[src/rtl/core/tmg_pkg.sv]
// shared types, constants and field layout of the touch-to-mouse gesture unit
`default_nettype none

package tmg_pkg;

    // field widths
    localparam int COORD_BITS  = 12;
    localparam int TIME_BITS   = 48;
    localparam int COUNT_BITS  = 4;
    localparam int ID_BITS     = 32;
    localparam int RADIUS_BITS = 12;
    localparam int WINDOW_BITS = 32;

    // configuration port
    localparam int CFG_INDEX_BITS = 2;
    localparam int CFG_DATA_BITS  = 32;
    localparam logic [CFG_INDEX_BITS-1:0] REG_DEADZONE_RADIUS   = 2'd0;
    localparam logic [CFG_INDEX_BITS-1:0] REG_DOUBLE_TAP_WINDOW = 2'd1;
    localparam logic [RADIUS_BITS-1:0]    RADIUS_RESET = 12'd16;
    localparam logic [WINDOW_BITS-1:0]    WINDOW_RESET = 32'd250000000;

    // request kinds on s_tuser
    localparam logic REQ_UPDATE  = 1'b0;
    localparam logic REQ_RELEASE = 1'b1;

    // input tdata layout, lowest field first
    localparam int OFS_COUNT     = TIME_BITS;
    localparam int OFS_ID        = OFS_COUNT + COUNT_BITS;
    localparam int OFS_X         = OFS_ID + ID_BITS;
    localparam int OFS_Y         = OFS_X + COORD_BITS;
    localparam int IN_FIELD_BITS = OFS_Y + COORD_BITS;
    localparam int S_TDATA_BITS  = ((IN_FIELD_BITS + 7) / 8) * 8;

    // output tdata layout: four flags, then move_x, move_y
    localparam int OUT_FIELD_BITS = 4 + 2 * COORD_BITS;
    localparam int M_TDATA_BITS   = ((OUT_FIELD_BITS + 7) / 8) * 8;

    // distance compare widths
    localparam int DIST_BITS = 2 * COORD_BITS + 1;
    localparam int LIM_BITS  = 2 * RADIUS_BITS;
    localparam int CMP_BITS  = (DIST_BITS > LIM_BITS) ? DIST_BITS : LIM_BITS;

    // item classes decided by the front end
    localparam int CLS_BITS = 2;
    localparam logic [CLS_BITS-1:0] CLS_EMPTY   = 2'd0;
    localparam logic [CLS_BITS-1:0] CLS_UPDATE  = 2'd1;
    localparam logic [CLS_BITS-1:0] CLS_RELEASE = 2'd2;

    // queue between front and back
    localparam int QUEUE_DEPTH    = 4;
    localparam int QUEUE_PTR_BITS = $clog2(QUEUE_DEPTH);
    localparam int QUEUE_CNT_BITS = $clog2(QUEUE_DEPTH + 1);

    typedef struct packed {
        logic [CLS_BITS-1:0]   cls;
        logic [TIME_BITS-1:0]  now_ns;
        logic [COUNT_BITS-1:0] finger_count;
        logic [ID_BITS-1:0]    finger_id;
        logic [COORD_BITS-1:0] finger_x;
        logic [COORD_BITS-1:0] finger_y;
    } item_t;

    typedef struct packed {
        logic                  press_left;
        logic                  press_right;
        logic                  release_buttons;
        logic                  move_valid;
        logic [COORD_BITS-1:0] move_x;
        logic [COORD_BITS-1:0] move_y;
    } result_t;

endpackage

`default_nettype wire

[src/rtl/core/tmg_front.sv]
// front end: accepts touch requests, classifies them and hands them to the queue
`default_nettype none

module tmg_front (
    input  wire logic                            aclk,
    input  wire logic                            aresetn,
    input  wire logic                            s_tvalid,
    output logic                                 s_tready,
    input  wire logic [tmg_pkg::S_TDATA_BITS-1:0] s_tdata,
    input  wire logic                            s_tuser,
    output logic                                 push_valid,
    input  wire logic                            push_ready,
    output tmg_pkg::item_t                       push_item
);
    import tmg_pkg::*;

    logic  stage_valid_reg;
    logic  stage_valid_next;
    item_t stage_item_reg;
    item_t stage_item_next;
    logic  in_fire;
    logic  [COUNT_BITS-1:0] in_count;

    // stage is free when empty or drained this cycle
    assign s_tready   = !stage_valid_reg || push_ready;
    assign in_fire    = s_tvalid && s_tready;
    assign push_valid = stage_valid_reg;
    assign push_item  = stage_item_reg;
    assign in_count   = s_tdata[OFS_COUNT +: COUNT_BITS];

    // unpack and classify the incoming transfer
    always_comb begin
        stage_item_next              = stage_item_reg;
        stage_valid_next             = stage_valid_reg;
        if (push_ready) begin
            stage_valid_next = 1'b0;
        end
        if (in_fire) begin
            stage_valid_next             = 1'b1;
            stage_item_next.now_ns       = s_tdata[TIME_BITS-1:0];
            stage_item_next.finger_count = in_count;
            stage_item_next.finger_id    = s_tdata[OFS_ID +: ID_BITS];
            stage_item_next.finger_x     = s_tdata[OFS_X +: COORD_BITS];
            stage_item_next.finger_y     = s_tdata[OFS_Y +: COORD_BITS];
            if (s_tuser == REQ_RELEASE) begin
                stage_item_next.cls = CLS_RELEASE;
            end else if (in_count == '0) begin
                stage_item_next.cls = CLS_EMPTY;
            end else begin
                stage_item_next.cls = CLS_UPDATE;
            end
        end
    end

    always_ff @(posedge aclk) begin
        if (!aresetn) begin
            stage_valid_reg <= 1'b0;
        end else begin
            stage_valid_reg <= stage_valid_next;
        end
    end

    always_ff @(posedge aclk) begin
        stage_item_reg <= stage_item_next;
    end

endmodule

`default_nettype wire

[src/rtl/core/tmg_queue.sv]
// short register queue between the front end and the gesture back end
`default_nettype none

module tmg_queue (
    input  wire logic     aclk,
    input  wire logic     aresetn,
    input  wire logic     in_valid,
    output logic          in_ready,
    input  wire tmg_pkg::item_t in_item,
    output logic          out_valid,
    input  wire logic     out_ready,
    output tmg_pkg::item_t out_item
);
    import tmg_pkg::*;

    item_t                     entry_reg [QUEUE_DEPTH];
    logic [QUEUE_PTR_BITS-1:0] wr_ptr_reg;
    logic [QUEUE_PTR_BITS-1:0] wr_ptr_next;
    logic [QUEUE_PTR_BITS-1:0] rd_ptr_reg;
    logic [QUEUE_PTR_BITS-1:0] rd_ptr_next;
    logic [QUEUE_CNT_BITS-1:0] count_reg;
    logic [QUEUE_CNT_BITS-1:0] count_next;
    logic                      push;
    logic                      pop;

    assign in_ready  = (count_reg != QUEUE_CNT_BITS'(QUEUE_DEPTH));
    assign out_valid = (count_reg != '0);
    assign out_item  = entry_reg[rd_ptr_reg];
    assign push      = in_valid && in_ready;
    assign pop       = out_valid && out_ready;

    // pointer and fill count update
    always_comb begin
        wr_ptr_next = wr_ptr_reg;
        rd_ptr_next = rd_ptr_reg;
        count_next  = count_reg;
        if (push) begin
            if (wr_ptr_reg == QUEUE_PTR_BITS'(QUEUE_DEPTH - 1)) begin
                wr_ptr_next = '0;
            end else begin
                wr_ptr_next = wr_ptr_reg + 1'b1;
            end
        end
        if (pop) begin
            if (rd_ptr_reg == QUEUE_PTR_BITS'(QUEUE_DEPTH - 1)) begin
                rd_ptr_next = '0;
            end else begin
                rd_ptr_next = rd_ptr_reg + 1'b1;
            end
        end
        if (push && !pop) begin
            count_next = count_reg + 1'b1;
        end else if (pop && !push) begin
            count_next = count_reg - 1'b1;
        end
    end

    always_ff @(posedge aclk) begin
        if (!aresetn) begin
            wr_ptr_reg <= '0;
            rd_ptr_reg <= '0;
            count_reg  <= '0;
        end else begin
            wr_ptr_reg <= wr_ptr_next;
            rd_ptr_reg <= rd_ptr_next;
            count_reg  <= count_next;
        end
    end

    // entry storage
    always_ff @(posedge aclk) begin
        if (push) begin
            entry_reg[wr_ptr_reg] <= in_item;
        end
    end

endmodule

`default_nettype wire

[src/rtl/core/tmg_back.sv]
// back end: gesture state, deadzone and double-tap decisions, result register
`default_nettype none

module tmg_back (
    input  wire logic                               aclk,
    input  wire logic                               aresetn,
    input  wire logic                               cfg_we,
    input  wire logic [tmg_pkg::CFG_INDEX_BITS-1:0] cfg_index,
    input  wire logic [tmg_pkg::CFG_DATA_BITS-1:0]  cfg_data,
    input  wire logic                               pop_valid,
    output logic                                    pop_ready,
    input  wire tmg_pkg::item_t                     pop_item,
    output logic                                    res_valid,
    input  wire logic                               res_ready,
    output tmg_pkg::result_t                        res_data
);
    import tmg_pkg::*;

    // configuration
    logic [LIM_BITS-1:0]    lim_reg;
    logic [WINDOW_BITS-1:0] window_reg;
    logic [RADIUS_BITS-1:0] cfg_radius;

    // gesture state
    logic                  anchor_valid_reg, anchor_valid_next;
    logic [ID_BITS-1:0]    anchor_id_reg, anchor_id_next;
    logic [COORD_BITS-1:0] anchor_x_reg, anchor_x_next;
    logic [COORD_BITS-1:0] anchor_y_reg, anchor_y_next;
    logic                  moved_flag_reg, moved_flag_next;
    logic [COUNT_BITS-1:0] prior_count_reg, prior_count_next;
    logic [TIME_BITS-1:0]  release_time_reg, release_time_next;

    // result register
    logic    res_valid_reg, res_valid_next;
    result_t res_data_reg, res_data_next;

    logic                    fire;
    logic                    same_finger;
    logic [COORD_BITS-1:0]   dx;
    logic [COORD_BITS-1:0]   dy;
    logic [2*COORD_BITS-1:0] sq_x;
    logic [2*COORD_BITS-1:0] sq_y;
    logic [DIST_BITS-1:0]    dist_sq;
    logic                    beyond_deadzone;
    logic [TIME_BITS-1:0]    age;
    logic                    in_window;

    assign pop_ready = !res_valid_reg || res_ready;
    assign fire      = pop_valid && pop_ready;
    assign res_valid = res_valid_reg;
    assign res_data  = res_data_reg;

    // register writes; the squared radius is kept ready for the compare
    assign cfg_radius = cfg_data[RADIUS_BITS-1:0];

    always_ff @(posedge aclk) begin
        if (!aresetn) begin
            lim_reg    <= LIM_BITS'(RADIUS_RESET) * LIM_BITS'(RADIUS_RESET);
            window_reg <= WINDOW_RESET;
        end else if (cfg_we) begin
            case (cfg_index)
                REG_DEADZONE_RADIUS: begin
                    lim_reg <= LIM_BITS'(cfg_radius) * LIM_BITS'(cfg_radius);
                end
                REG_DOUBLE_TAP_WINDOW: begin
                    window_reg <= cfg_data[WINDOW_BITS-1:0];
                end
                default: begin
                end
            endcase
        end
    end

    // squared distance from the anchor and double-tap age
    assign same_finger = anchor_valid_reg && (anchor_id_reg == pop_item.finger_id);
    assign dx = (anchor_x_reg >= pop_item.finger_x) ? (anchor_x_reg - pop_item.finger_x)
                                                    : (pop_item.finger_x - anchor_x_reg);
    assign dy = (anchor_y_reg >= pop_item.finger_y) ? (anchor_y_reg - pop_item.finger_y)
                                                    : (pop_item.finger_y - anchor_y_reg);
    assign sq_x = (2*COORD_BITS)'(dx) * (2*COORD_BITS)'(dx);
    assign sq_y = (2*COORD_BITS)'(dy) * (2*COORD_BITS)'(dy);
    assign dist_sq = DIST_BITS'(sq_x) + DIST_BITS'(sq_y);
    assign beyond_deadzone = (CMP_BITS'(dist_sq) > CMP_BITS'(lim_reg));
    assign age       = pop_item.now_ns - release_time_reg;
    assign in_window = (age <= TIME_BITS'(window_reg));

    // state transition and result for the popped item
    always_comb begin
        anchor_valid_next = anchor_valid_reg;
        anchor_id_next    = anchor_id_reg;
        anchor_x_next     = anchor_x_reg;
        anchor_y_next     = anchor_y_reg;
        moved_flag_next   = moved_flag_reg;
        prior_count_next  = prior_count_reg;
        release_time_next = release_time_reg;
        res_valid_next    = res_valid_reg;
        res_data_next     = res_data_reg;
        if (res_ready) begin
            res_valid_next = 1'b0;
        end
        if (fire) begin
            res_valid_next = 1'b1;
            res_data_next  = '0;
            case (pop_item.cls)
                CLS_UPDATE: begin
                    if (same_finger) begin
                        if (beyond_deadzone) begin
                            res_data_next.press_left = in_window;
                            res_data_next.move_valid = 1'b1;
                            res_data_next.move_x     = pop_item.finger_x;
                            res_data_next.move_y     = pop_item.finger_y;
                            anchor_x_next            = pop_item.finger_x;
                            anchor_y_next            = pop_item.finger_y;
                            moved_flag_next          = 1'b1;
                        end
                    end else begin
                        anchor_valid_next = 1'b1;
                        anchor_id_next    = pop_item.finger_id;
                        anchor_x_next     = pop_item.finger_x;
                        anchor_y_next     = pop_item.finger_y;
                    end
                    prior_count_next = pop_item.finger_count;
                end
                CLS_RELEASE: begin
                    if (prior_count_reg == COUNT_BITS'(0)) begin
                        res_data_next.release_buttons = 1'b1;
                        moved_flag_next               = 1'b0;
                    end else if (prior_count_reg == COUNT_BITS'(1)) begin
                        release_time_next        = pop_item.now_ns;
                        res_data_next.press_left = !moved_flag_reg;
                        prior_count_next         = '0;
                    end else if (prior_count_reg == COUNT_BITS'(2)) begin
                        res_data_next.press_right = !moved_flag_reg;
                        prior_count_next          = '0;
                    end
                    anchor_valid_next = 1'b0;
                end
                default: begin
                    // empty update: nothing changes, all-zero result
                end
            endcase
        end
    end

    always_ff @(posedge aclk) begin
        if (!aresetn) begin
            anchor_valid_reg <= 1'b0;
            anchor_id_reg    <= '0;
            anchor_x_reg     <= '0;
            anchor_y_reg     <= '0;
            moved_flag_reg   <= 1'b0;
            prior_count_reg  <= '0;
            release_time_reg <= '0;
            res_valid_reg    <= 1'b0;
        end else begin
            anchor_valid_reg <= anchor_valid_next;
            anchor_id_reg    <= anchor_id_next;
            anchor_x_reg     <= anchor_x_next;
            anchor_y_reg     <= anchor_y_next;
            moved_flag_reg   <= moved_flag_next;
            prior_count_reg  <= prior_count_next;
            release_time_reg <= release_time_next;
            res_valid_reg    <= res_valid_next;
        end
    end

    always_ff @(posedge aclk) begin
        res_data_reg <= res_data_next;
    end

endmodule

`default_nettype wire

[src/rtl/core/touch_to_mouse_gesture_fsm_unit.sv]
// top level of the touch-to-mouse gesture unit
// Usage:
//   s_ channel carries one touch request per transfer: s_tuser is the request
//   kind (touch update or all-fingers release), s_tdata the time stamp,
//   finger count, first finger id and coordinates.
//   m_ channel returns exactly one mouse action per request, in order.
//   cfg_ channel writes the deadzone radius (index 0) or the double-tap
//   window (index 1); write only while no request is in flight.
// Timing:
//   an input transfer passes the front register, the queue and the result
//   register before it shows on m_tvalid; one request per cycle sustained
//   while m_tready stays high.
// Reset:
//   aresetn low clears the queue, the gesture state and the result valid flag,
//   and restores the register defaults (radius 16, window 250 ms).
// Stall:
//   while m_tready is low the result holds; five more requests are buffered
//   in the front register and queue before s_tready drops (six in flight).
`default_nettype none

module touch_to_mouse_gesture_fsm_unit (
    input  wire logic                               aclk,
    input  wire logic                               aresetn,
    // s_tdata: now_ns, finger_count, finger_id, finger_x, finger_y, zero pad
    input  wire logic                               s_tvalid,
    output logic                                    s_tready,
    input  wire logic [tmg_pkg::S_TDATA_BITS-1:0]   s_tdata,
    // s_tuser: req_type
    input  wire logic                               s_tuser,
    // m_tdata: press_left, press_right, release_buttons, move_valid,
    //          move_x, move_y, zero pad
    output logic                                    m_tvalid,
    input  wire logic                               m_tready,
    output logic [tmg_pkg::M_TDATA_BITS-1:0]        m_tdata,
    input  wire logic                               cfg_valid,
    output logic                                    cfg_ready,
    input  wire logic [tmg_pkg::CFG_INDEX_BITS-1:0] cfg_index,
    input  wire logic [tmg_pkg::CFG_DATA_BITS-1:0]  cfg_data
);
    import tmg_pkg::*;

    logic    q_in_valid;
    logic    q_in_ready;
    item_t   q_in_item;
    logic    q_out_valid;
    logic    q_out_ready;
    item_t   q_out_item;
    result_t res_data;
    logic    cfg_we;

    assign cfg_ready = 1'b1;
    assign cfg_we    = cfg_valid && cfg_ready;

    tmg_front u_front (
        .aclk       (aclk),
        .aresetn    (aresetn),
        .s_tvalid   (s_tvalid),
        .s_tready   (s_tready),
        .s_tdata    (s_tdata),
        .s_tuser    (s_tuser),
        .push_valid (q_in_valid),
        .push_ready (q_in_ready),
        .push_item  (q_in_item)
    );

    tmg_queue u_queue (
        .aclk      (aclk),
        .aresetn   (aresetn),
        .in_valid  (q_in_valid),
        .in_ready  (q_in_ready),
        .in_item   (q_in_item),
        .out_valid (q_out_valid),
        .out_ready (q_out_ready),
        .out_item  (q_out_item)
    );

    tmg_back u_back (
        .aclk      (aclk),
        .aresetn   (aresetn),
        .cfg_we    (cfg_we),
        .cfg_index (cfg_index),
        .cfg_data  (cfg_data),
        .pop_valid (q_out_valid),
        .pop_ready (q_out_ready),
        .pop_item  (q_out_item),
        .res_valid (m_tvalid),
        .res_ready (m_tready),
        .res_data  (res_data)
    );

    // pack the result, lowest field first
    assign m_tdata = M_TDATA_BITS'({res_data.move_y, res_data.move_x, res_data.move_valid,
                                    res_data.release_buttons, res_data.press_right,
                                    res_data.press_left});

    // an accepted request always lands in the front register
    assert property (@(posedge aclk) disable iff (!aresetn)
        (s_tvalid && s_tready) |=> q_in_valid)
        else $error("accepted request not held by front end");

    // every item taken from the queue yields a result next cycle
    assert property (@(posedge aclk) disable iff (!aresetn)
        (q_out_valid && q_out_ready) |=> m_tvalid)
        else $error("popped item produced no result");

    // a result without a move carries zero coordinates
    assert property (@(posedge aclk) disable iff (!aresetn)
        (m_tvalid && !m_tdata[3]) |-> (m_tdata[4 +: 2*COORD_BITS] == '0))
        else $error("move coordinates set without move");

    // no result straight after reset
    assert property (@(posedge aclk)
        !aresetn |=> !m_tvalid)
        else $error("result valid after reset");

endmodule

`default_nettype wire
[config.mk]
export PLATFORM = sky130hd
export DESIGN_NAME = touch_to_mouse_gesture_fsm_unit
export DESIGN_NICKNAME = d
export VERILOG_FILES = /design/src/rtl/core/tmg_pkg.sv /design/src/rtl/core/tmg_front.sv /design/src/rtl/core/tmg_queue.sv /design/src/rtl/core/tmg_back.sv /design/src/rtl/core/touch_to_mouse_gesture_fsm_unit.sv
export SDC_FILE = /design/constraint.sdc
export NUM_CORES = 2
export LEC_CHECK = 0
export BUFFER_PORTS_ARGS = -buffer_cell sky130_fd_sc_hd__buf_2
export CORE_ASPECT_RATIO = 0.6
export CORE_UTILIZATION = 25
export DETAILED_ROUTE_END_ITERATION = 12
export GPL_TIMING_DRIVEN = 0
export SLEW_MARGIN = 30
export SYNTH_ARGS = -nofsm -noshare
export SYNTH_HDL_FRONTEND = slang
export SYNTH_SLANG_ARGS = --single-unit
[constraint.sdc]
create_clock -name aclk -period 17.8 [get_ports aclk]
set_input_delay 2.67 -clock aclk [delete_from_list [all_inputs] [get_ports aclk]]
set_output_delay 2.67 -clock aclk [all_outputs]
set_load 0.01 [all_outputs]
==> results.toml <==
[placement]
dp_hpwl_um = 89400
placed_area_um2 = 49400
dp_worst_setup_slack_ns = 1.17
numPortBuffers = 175
place.gp.congestion = 0.859

[clock_tree]
numCtsBuffers = 82
postCtsHoldBufs = 0
post_cts_buffers = 0
clock_sinks = 754
cts.repair.resized = 0
htreeDepth = 3
clk_latency_ns = 0.67
clk_pin_slew_worst_paths_ns = 0.06
clockRootBuffer = "clkbuf_16"
cts_tree = "yes"
clockBufferDepth = 3

[floorplanning]
boundaryPins = 187
die_w_um = 550
fp.dieArea_um2 = 182000
core_area_um2 = 179000
row_count = 120
start_util_pct = 25.2
die_y_um = 331

[layout]
fin_area_um2 = 52200
final_nets = 4807
area_growth_pct = 15.8
final_cell_mix = "inv_1, edfxtp_1, ha_1, fa_1, nand2_1"
largest_reg_flops = 440
final_common_cell = "inv_1"
fin_util_pct = 29.2
ff_latch_area_um2 = 20900
nFillCells = 18200
multi_input_area_um2 = 21500
drive_gt1_share_pct = 12.9

[timing]
rsz0062_at_grt = "no"
min_period_ns = 16.55
fin_tns_setup_ns = 0
finalMaxSlewViolations = 0
hold_viol = 0
relSlewSlack_pct = 30.8
max_freq_ghz = 0.0604
setup_viol = 0
fin_skew_ns = 0.0557
finalWorstSetupSlack_ns = 1.25
tightestPinTransition_ns = 1.03
fin_crit_sh_pct = 93.0

[synth]
ys_seq_area_share_pct = 46.4
netlist-cell-type-count = 86
yosysWarnings = 0
ys.flop_type = "edfxtp_1"
yosys_register_bits = 754
synth_edf_count = 578
netlist_area_um2 = 45000
synth_async_sr_flop_share_pct = 0
synth_top_cells_by_area = "edfxtp_1, fa_1, ha_1, dfxtp_1, mux4_2"
synthCells = 3764
synth_top_area_share_pct = 38.5
synth_top_area_cell = "edfxtp_1"
avgSynthCellArea_um2 = 12.0

[global_routing]
antenna_found_initial = 28
grt_max_degree = 42
grt_use_total_pct = 12.5
grt_first_pass_wirelength_um = 174000
grt_pass1_vias = 28800
gr-total-overflow = 0

[setup_path]
reg2reg_slack_ns = 1.25
cp-end-kind = "register"
reg2reg_depth = 51
cpMostUsedCell = "fa_1"
cp.required_ns = 18.30
crit_arrival_ns = 17.04
slowest_stage = "a2111oi_0"
rr_endpoint = "u_back.anchor_y_reg[3]"
critical_path.max_stage_delay_ns = 0.77
start_kind = "register"
crit_fanout = 10
crit_type = "register to register"

[worst_hold_path]
hp-start = "u_back.release_time_reg[37]"
hp-class = "register to register"
whs_endpoint = "u_back.release_time_reg[37]"
holdPathStages = 2

[detailed_routing]
drc_errors = 0
final_antenna_net_count = 0
wirelength_um = 113000
wl_per_cell_um = 17.4
first_pass_iters = 5
vias = 28800
viasPerCell = 4.43
dr.first_iter.drc_count = 2421

[flow_run]
cap_violations = 0

[run_status]
status = "complete, no violations"
## cell usage after synthesis, types with 69 or more instances
master and instances:
mux2i_1 85, edfxtp_1 578, nor2_1 232, xnor2_1 74, and2_1 70, fa_1 286
ha_1 323, o21ai_0 69, mux4_2 100, nand2_1 279, a21oi_1 203, clkbuf_1 92
dfxtp_1 176, inv_1 583
## critical path, delay by kind of cell, from the launching register on
kind | cells | cell delay, ns
flops | 1 | 0.31
simple gates | 10 | 2.56
xor+xnor | 2 | 0.75
fa+ha+maj | 10 | 4.58
compound gates | 15 | 4.23
mux | 2 | 0.82
buf+inv | 12 | 3.09
## cell type report
class | count | share of cell area (%)
multi-input combinational | 2293 | 41.2
sequential | 754 | 40.0
tap | 2379 | 5.71
inverter | 587 | 4.22
clock buffer | 101 | 4.21
timing repair buffer | 195 | 2.50
buffer | 133 | 1.10
clock inverter | 49 | 0.991
antenna | 6 | 0.0288
## routing by layer
layer / wire length (um) / up-vias / global-route usage, %
met5: 31 / - / 0
met4: 1900 / 4 / 2.37
met3: 6780 / 135 / 1.83
met2: 47400 / 761 / 18.6
met1: 57000 / 14400 / 19.2
li1: - / 13500 / -
## worst max path at each step
| stage | endpoint | slack [ns] | depth (start not counted) |
|---|---|---|---|
| after floorplan | u_back.anchor_x_reg[10] | 5.19 | 52 |
| after global placement | u_back.anchor_x_reg[4] | -0.06 | 49 |
| after detailed placement | u_back.anchor_x_reg[10] | 1.17 | 51 |
| after CTS | u_back.anchor_y_reg[3] | 1.09 | 51 |
| after global routing | u_back.anchor_y_reg[6] | 0.57 | 51 |
| final | u_back.anchor_y_reg[3] | 1.25 | 51 |
## cells by family after synthesis
logic type	count (synthesis)	share of synthesized area (%)
other cells	2	0.0167
flops	754	46.4
xor+xnor	138	2.70
simple gates	827	8.54
compound gates	516	7.33
fa+ha+maj	609	21.7
mux	198	7.22
buf+inv	720	6.13
## through the flow
step / std cells / hold WS [ns]
2_1_floorplan: 3767 / 0.436
3_3_place_gp: 6321 / 0.442
3_5_place_dp: 6341 / 0.446
4_1_cts: 6491 / 0.454
5_1_grt: 6492 / 0.470
6_report: 6497 / 0.452
Power is left out: the tool's default activity adds up to more than one toggle a clock period on the data nets, which glitch-free logic cannot reach.
